--- src/ttmp_pkg.sv ---
// Package: word types, widths and mask helper for the power tower block.
package ttmp_pkg;

  localparam int DATA_W     = 64;
  localparam int HALF_W     = DATA_W / 2;
  localparam int CFG_W      = 7;
  localparam int MAX_HEIGHT = 64;

  // Configuration register indexes
  localparam logic CFG_TOWER_HEIGHT = 1'b0;
  localparam logic CFG_MODULUS_BITS = 1'b1;

  typedef struct packed {
    logic [DATA_W-1:0] base_value;
    logic              last_in;
  } in_word_t;

  typedef struct packed {
    logic [DATA_W-1:0] tower_result;
    logic              last_out;
  } out_word_t;

  // Low w bits set, w from 0 to 64; a larger w gives all bits set
  function automatic logic [DATA_W-1:0] low_mask(input logic [CFG_W-1:0] w);
    logic [DATA_W-1:0] one;
    one = {{(DATA_W-1){1'b0}}, 1'b1};
    if (w >= CFG_W'(DATA_W)) begin
      low_mask = '1;
    end else begin
      low_mask = (one << w) - one;
    end
  endfunction

endpackage

--- src/tetration_tower_mod_pow2.sv ---
// Top level: power tower of a 64-bit base modulo a power of two, iterative.
//
// Use: an input word (base_value, last_in) is taken when in_valid is high and
// in_stall is low. The block then works alone on that word and holds in_stall
// high until the result has moved into the output register. A result word
// (tower_result, last_out) is offered with out_valid and taken when out_stall
// is low; a stalled result holds steady, and a new input word may be taken
// while it waits. Configuration (tower_height, modulus_bits) is written
// through cfg_we/cfg_index/cfg_data while the block is idle.
// Sequence: after the word is taken, each level passes a set-up step in
// S_LEVEL; a level above the bottom with a nonzero width then works through
// its exponent bits in S_BIT, and each product on the single shared 32x32
// multiplier runs through the phases LL, LH, HL and FIN (a 64-bit product
// mod 2^64 is three partial products). The exponent of level l has at most
// w(l-1) bits, w being the level width. The result is then handed over to
// the output register. Reset clears the configuration to height 1 and 64
// modulus bits and empties the output register.
module tetration_tower_mod_pow2 (
  input  logic                        clk,
  input  logic                        rst,
  input  logic                        in_valid,
  output logic                        in_stall,
  input  ttmp_pkg::in_word_t          in_word,
  output logic                        out_valid,
  input  logic                        out_stall,
  output ttmp_pkg::out_word_t         out_word,
  input  logic                        cfg_we,
  input  logic                        cfg_index,
  input  logic [ttmp_pkg::CFG_W-1:0]  cfg_data
);
  import ttmp_pkg::*;

  localparam logic [2:0] S_IDLE  = 3'd0;
  localparam logic [2:0] S_LEVEL = 3'd1;
  localparam logic [2:0] S_BIT   = 3'd2;
  localparam logic [2:0] S_MUL   = 3'd3;
  localparam logic [2:0] S_DONE  = 3'd4;

  localparam logic [1:0] PH_LL = 2'd0;
  localparam logic [1:0] PH_LH = 2'd1;
  localparam logic [1:0] PH_HL = 2'd2;
  localparam logic [1:0] PH_FIN = 2'd3;

  logic [2:0]        state;
  logic [CFG_W-1:0]  tower_height;
  logic [CFG_W-1:0]  modulus_bits;
  logic [CFG_W-1:0]  h_eff;
  logic [CFG_W-1:0]  mb_eff;
  logic [CFG_W-1:0]  lvl;
  logic [DATA_W-1:0] a;
  logic [DATA_W-1:0] v;
  logic [DATA_W-1:0] e;
  logic [DATA_W-1:0] acc;
  logic [DATA_W-1:0] b;
  logic [DATA_W-1:0] m;
  logic [DATA_W-1:0] res;
  logic [DATA_W-1:0] prod;
  logic [1:0]        mphase;
  logic              tgt_acc;
  logic              last_r;

  logic [CFG_W-1:0]  h_clamp;
  logic [CFG_W-1:0]  mb_clamp;
  logic [CFG_W-1:0]  k;
  logic signed [CFG_W+1:0] r;
  logic [CFG_W-1:0]  w_lvl;
  logic [DATA_W-1:0] mask_lvl;
  logic [DATA_W-1:0] mx;
  logic [HALF_W-1:0] mul_a;
  logic [HALF_W-1:0] mul_b;
  logic [HALF_W-1:0] hi_sum;
  logic [DATA_W-1:0] mul_res;

  // Saturate the configuration to its meaningful range
  always_comb begin
    h_clamp = tower_height;
    if (tower_height == '0) h_clamp = CFG_W'(1);
    if (tower_height > CFG_W'(MAX_HEIGHT)) h_clamp = CFG_W'(MAX_HEIGHT);
    mb_clamp = modulus_bits;
    if (modulus_bits == '0) mb_clamp = CFG_W'(1);
    if (modulus_bits > CFG_W'(DATA_W)) mb_clamp = CFG_W'(DATA_W);
  end

  // Width of the current level: mb - 2k while positive, then 1, then 0
  always_comb begin
    k = h_eff - lvl;
    r = $signed({2'b00, mb_eff}) - $signed({1'b0, k, 1'b0});
    if (r > 0) begin
      w_lvl = r[CFG_W-1:0];
    end else if (r == 0) begin
      w_lvl = CFG_W'(1);
    end else begin
      w_lvl = '0;
    end
    mask_lvl = low_mask(w_lvl);
  end

  // Shared multiplier operands, picked by product phase
  always_comb begin
    mx = tgt_acc ? acc : b;
    case (mphase)
      PH_LL: begin
        mul_a = mx[HALF_W-1:0];
        mul_b = b[HALF_W-1:0];
      end
      PH_LH: begin
        mul_a = mx[HALF_W-1:0];
        mul_b = b[DATA_W-1:HALF_W];
      end
      default: begin
        mul_a = mx[DATA_W-1:HALF_W];
        mul_b = b[HALF_W-1:0];
      end
    endcase
    hi_sum  = res[DATA_W-1:HALF_W] + prod[HALF_W-1:0];
    mul_res = {hi_sum, res[HALF_W-1:0]} & m;
  end

  assign in_stall = (state != S_IDLE);

  // Configuration registers
  always_ff @(posedge clk) begin
    if (rst) begin
      tower_height <= CFG_W'(1);
      modulus_bits <= CFG_W'(DATA_W);
    end else if (cfg_we) begin
      case (cfg_index)
        CFG_TOWER_HEIGHT: tower_height <= cfg_data;
        CFG_MODULUS_BITS: modulus_bits <= cfg_data;
        default: ;
      endcase
    end
  end

  // Product register of the shared 32x32 multiplier
  always_ff @(posedge clk) begin
    prod <= DATA_W'(mul_a) * DATA_W'(mul_b);
  end

  // Sequencer
  always_ff @(posedge clk) begin
    if (rst) begin
      state     <= S_IDLE;
      out_valid <= 1'b0;
    end else begin
      if (out_valid && !out_stall && state != S_DONE) out_valid <= 1'b0;
      case (state)
        S_IDLE: begin
          if (in_valid) begin
            h_eff  <= h_clamp;
            mb_eff <= mb_clamp;
            a      <= in_word.base_value & low_mask(mb_clamp);
            last_r <= in_word.last_in;
            lvl    <= CFG_W'(1);
            state  <= S_LEVEL;
          end
        end
        S_LEVEL: begin
          if (lvl == CFG_W'(1) || w_lvl == '0) begin
            // bottom level or a zero width level closes at once
            v <= a & mask_lvl;
            if (lvl == h_eff) begin
              state <= S_DONE;
            end else begin
              lvl <= lvl + CFG_W'(1);
            end
          end else begin
            m     <= mask_lvl;
            e     <= v;
            acc   <= {{(DATA_W-1){1'b0}}, 1'b1};
            b     <= a & mask_lvl;
            state <= S_BIT;
          end
        end
        S_BIT: begin
          if (e == '0) begin
            v <= acc;
            if (lvl == h_eff) begin
              state <= S_DONE;
            end else begin
              lvl   <= lvl + CFG_W'(1);
              state <= S_LEVEL;
            end
          end else begin
            tgt_acc <= e[0];
            mphase  <= PH_LL;
            state   <= S_MUL;
          end
        end
        S_MUL: begin
          case (mphase)
            PH_LL: mphase <= PH_LH;
            PH_LH: begin
              res    <= prod;
              mphase <= PH_HL;
            end
            PH_HL: begin
              res[DATA_W-1:HALF_W] <= hi_sum;
              mphase <= PH_FIN;
            end
            default: begin
              if (tgt_acc) begin
                acc <= mul_res;
                if (e[DATA_W-1:1] == '0) begin
                  // last exponent bit: no further squaring
                  e     <= '0;
                  state <= S_BIT;
                end else begin
                  tgt_acc <= 1'b0;
                  mphase  <= PH_LL;
                end
              end else begin
                b     <= mul_res;
                e     <= e >> 1;
                state <= S_BIT;
              end
            end
          endcase
        end
        S_DONE: begin
          if (!out_valid || !out_stall) begin
            out_word.tower_result <= v;
            out_word.last_out     <= last_r;
            out_valid             <= 1'b1;
            state                 <= S_IDLE;
          end
        end
        default: state <= S_IDLE;
      endcase
    end
  end

endmodule

--- config.mk ---
export PLATFORM = sky130hd
export DESIGN_NAME = tetration_tower_mod_pow2
export DESIGN_NICKNAME = d
export VERILOG_FILES = /design/src/ttmp_pkg.sv /design/src/tetration_tower_mod_pow2.sv
export SDC_FILE = /design/constraint.sdc
export NUM_CORES = 2
export LEC_CHECK = 0
export BUFFER_PORTS_ARGS = -buffer_cell sky130_fd_sc_hd__clkbuf_2
export CAP_MARGIN = 5
export CORE_MARGIN = 2
export CORE_UTILIZATION = 60
export DETAILED_ROUTE_END_ITERATION = 8
export PLACE_DENSITY = 0.81
export SYNTH_ARGS = -nofsm -noshare
export SYNTH_HDL_FRONTEND = slang
export SYNTH_SLANG_ARGS = --single-unit
--- constraint.sdc ---
create_clock -name clk -period 24.7 [get_ports clk]
set_clock_uncertainty 0.1 [all_clocks]
set_input_delay 4.94 -clock clk [delete_from_list [all_inputs] [get_ports clk]]
set_output_delay 4.94 -clock clk [all_outputs]
set_load 0.1 [all_outputs]
==> results.json <==
{
  "hold_path_end": "out_word[53]$_DFFE_PP_",
  "core-area_sq_mm": 0.102,
  "route.vias.total": 48700,
  "setup_viol": 0,
  "hold_depth": 0,
  "muxShareOfSynthArea_pct": 1.98,
  "timing.final.crit_period_ps": 11150,
  "source_of_the_worst_register_to_register_timing_path": "tgt_acc$_DFFE_PP_",
  "synth_seq_cells": 620,
  "multi_input_comb_area_sq_mm": 0.0391,
  "synth_top_area_cell": "fa_1",
  "achievable-frequency_ghz": 0.0897,
  "wl_mm": 205,
  "largest-register": "out_word",
  "maxSlewHeadroom_pct": 13.2,
  "hold_class": "flip-flop to flip-flop",
  "worstPathRequired_ps": 25180,
  "syn_area_per_cell_sq_um": 9.66,
  "layout.nets": 7667,
  "nFillCells": 7999,
  "ys.warnings.count": 0,
  "post_synth_inst_count": 6359,
  "reg2reg_depth": 28,
  "report.final.slew_viol_count": 0,
  "detailedPlacementHpwl_mm": 159,
  "rsz0062_at_grt": "no",
  "fin_tns_setup_ps": 0,
  "post_synth_most_frequent_cells": "nand2_1, inv_1, fa_1, nor2_1, edfxtp_1",
  "post_synth_fa_ha_maj_area_fraction_pct": 35.7,
  "fin_crit_sh_pct": 45.1,
  "pre_cts_ws_ps": 13950,
  "worstMarginPinSlew_ps": 1290,
  "drv_cap": 0,
  "grt_util_all_layers_pct": 40.1,
  "grt_first_pass_wirelength_mm": 308,
  "detail_route.first_pass.iterations": 7,
  "post_synth_num_cell_types": 90,
  "vias_in_the_first_global_route": 49800,
  "die_height_um": 324,
  "cp-end-kind": "flip-flop",
  "mean_number_of_vias_per_cell": 6.24,
  "layout_setup_ws_ps": 13550,
  "synth_nets": 7650,
  "most_frequently_used_cell_type_in_the_post_synthesis_netlist": "nand2_1",
  "drc": 0,
  "top_flip_flop_cell_by_instance_count_after_synthesis": "edfxtp_1",
  "grt_start_max_net_pins": 104,
  "reg2reg_slack_ps": 13550,
  "ys_seq_area_share_pct": 29.0,
  "grt-ovfl-total": 0,
  "worstPathMaxFanout": 81,
  "yosysTopAreaCellShare_pct": 29.3,
  "status": "completed",
  "largest_reg_flops": 65,
  "floorplan.die.width_um": 324,
  "timing.final.hold_violations": 0,
  "total_number_of_clock_tree_sinks": 620,
  "final_layout_size_suffix_gt1_share_pct": 7.89,
  "critical_path.most_common_cell": "fa_1",
  "synth_async_sr_flop_share_pct": 0,
  "h-tree-depth": 2,
  "crit_path_slowest_cell": "o21ai_1",
  "initial_core_util_pct": 60.5,
  "clockBufferDepth": 3,
  "routed_wl_per_cell_um": 26.3,
  "post_synth_main_area_contributors": "fa_1, edfxtp_1, nand2_1",
  "synth_compound_area_share_pct": 8.11,
  "drt_first_iter_violations": 6172,
  "gpl.final_weighted_congestion": 1.05,
  "mappedNetlistArea_sq_mm": 0.0614,
  "worst_skew_pair.late_latency_ps": 670,
  "seq_area_sq_mm": 0.0178,
  "post_synth_and_or_nand_nor_area_fraction_pct": 15.8,
  "timing.critical_path.from_type": "flip-flop",
  "tritoncts": "yes",
  "postCtsSetupBuffers": 0,
  "row_count": 117,
  "antenna_violating_nets_post_route": 0,
  "ctsHoldBuffers": 0,
  "timing.rr.end": "prod[63]$_DFF_P_",
  "total_i_o_pin_count": 145,
  "number_of_port_buffers": 144,
  "layout_area_overhead_pct": 7.24,
  "crit_path_max_incr_delay_ps": 790,
  "dieArea_sq_mm": 0.105,
  "cp_data_arrival_time_ps": 11620,
  "postCtsResizedCells": 0,
  "antenna_found_initial": 15,
  "worstHoldStart": "v[52]$_DFFE_PP_",
  "synth-edff-count": 538,
  "cts_buffers": 59,
  "synth_top_family_by_area": "adder cells",
  "post_synth_xor_area_fraction_pct": 1.61,
  "cts.reportedPaths.clkPinSlew_ps": 70,
  "timing.setup.critical_path_class": "flip-flop to flip-flop",
  "clk_root_buffer_cell": "clkbuf_16"
}
[final cells by class]
type	instances	share of cell area, %
tap	1368	2.60
timing repair buffer	269	2.52
sequential	620	27.0
clock inverter	25	0.361
clock buffer	86	2.63
inverter	972	5.54
antenna	12	0.0456
multi-input combinational	4454	59.3
[routing by layer]
metal	GRT usage [%]	part of all wire, %	vias up
met4	22.1	6.5	12
met5	0	0.049	-
met2	60.0	44	3357
met1	52.5	36	24100
met3	12.1	14	727
li1	-	-	20400
[cell families (layout without fill, tap and decap cells)]
logic type | count (synthesis) | after routing
DFF | 620 | 620
muxes | 113 | 113
xor gates and xnor gates | 113 | 113
and+or+nand+nor | 2259 | 2259
adders and majority gates | 1213 | 1213
AOI/OAI and AO/OA | 755 | 755
buffers and inverters | 1285 | 1352
other | 1 | 13
[placed cells by master (no fill, tap or decap), types with 19 or more instances in the layout]
cell type and instances:
nand2b_1 28, a21boi_0 19, o21ai_0 137, xor2_1 38, inv_1 970, a211oi_1 24
ha_1 312, nand3_1 100, a21o_1 69, nand3b_1 67, o21ai_1 39, o21bai_1 60
nor3_1 60, edfxtp_1 538, a31oi_1 31, nor4_1 21, mux2_2 59, buf_4 125
nor2b_1 30, clkbuf_2 144, nand2_1 1105, o21a_1 54, xnor2_1 75, fa_1 899
o31ai_1 26, nor2_1 643, and2_1 30, a21oi_1 164, nand4_1 21, mux2i_1 31
and3_1 91, dfxtp_1 82, clkbuf_16 62
[stage by stage]
| step | utilization (%) | cell area (sq um) | hold WS [ps] | std cells |
|---|---|---|---|---|
| finish | 64.9 | 65900 | 316 | 7806 |
| global route | 64.8 | 65900 | 314 | 7794 |
| CTS | 64.8 | 65800 | 304 | 7792 |
| detailed placement | 62.9 | 63900 | 327 | 7681 |
| global placement | 62.9 | 63900 | 303 | 7681 |
| floorplan | - | 61400 | 300 | 6359 |
[worst max-delay path, delay by kind of cell, from the launching register on]
kind,cells,cell delay [ps]
DFF,1,620
and+or+nand+nor,4,1010
buffers and inverters,6,1700
adders and majority gates,9,4560
AOI/OAI and AO/OA,9,2860
[worst max-delay path by stage]
stage | startpoint | end | slack (ps) | depth (start not counted)
floorplan | rst | a[0]$_DFFE_PP_ | 12860 | 3
global placement | mphase[1]$_SDFFCE_PN0P_ | prod[63]$_DFF_P_ | 14110 | 30
detailed placement | mphase[1]$_SDFFCE_PN0P_ | prod[63]$_DFF_P_ | 13950 | 29
CTS | mphase[1]$_SDFFCE_PN0P_ | prod[63]$_DFF_P_ | 13850 | 29
global route | tgt_acc$_DFFE_PP_ | prod[63]$_DFF_P_ | 13180 | 28
finish | tgt_acc$_DFFE_PP_ | prod[63]$_DFF_P_ | 13550 | 28
Power is not shown: default switching activity piles up to over one toggle a cycle in this logic, so the estimate is an artifact.
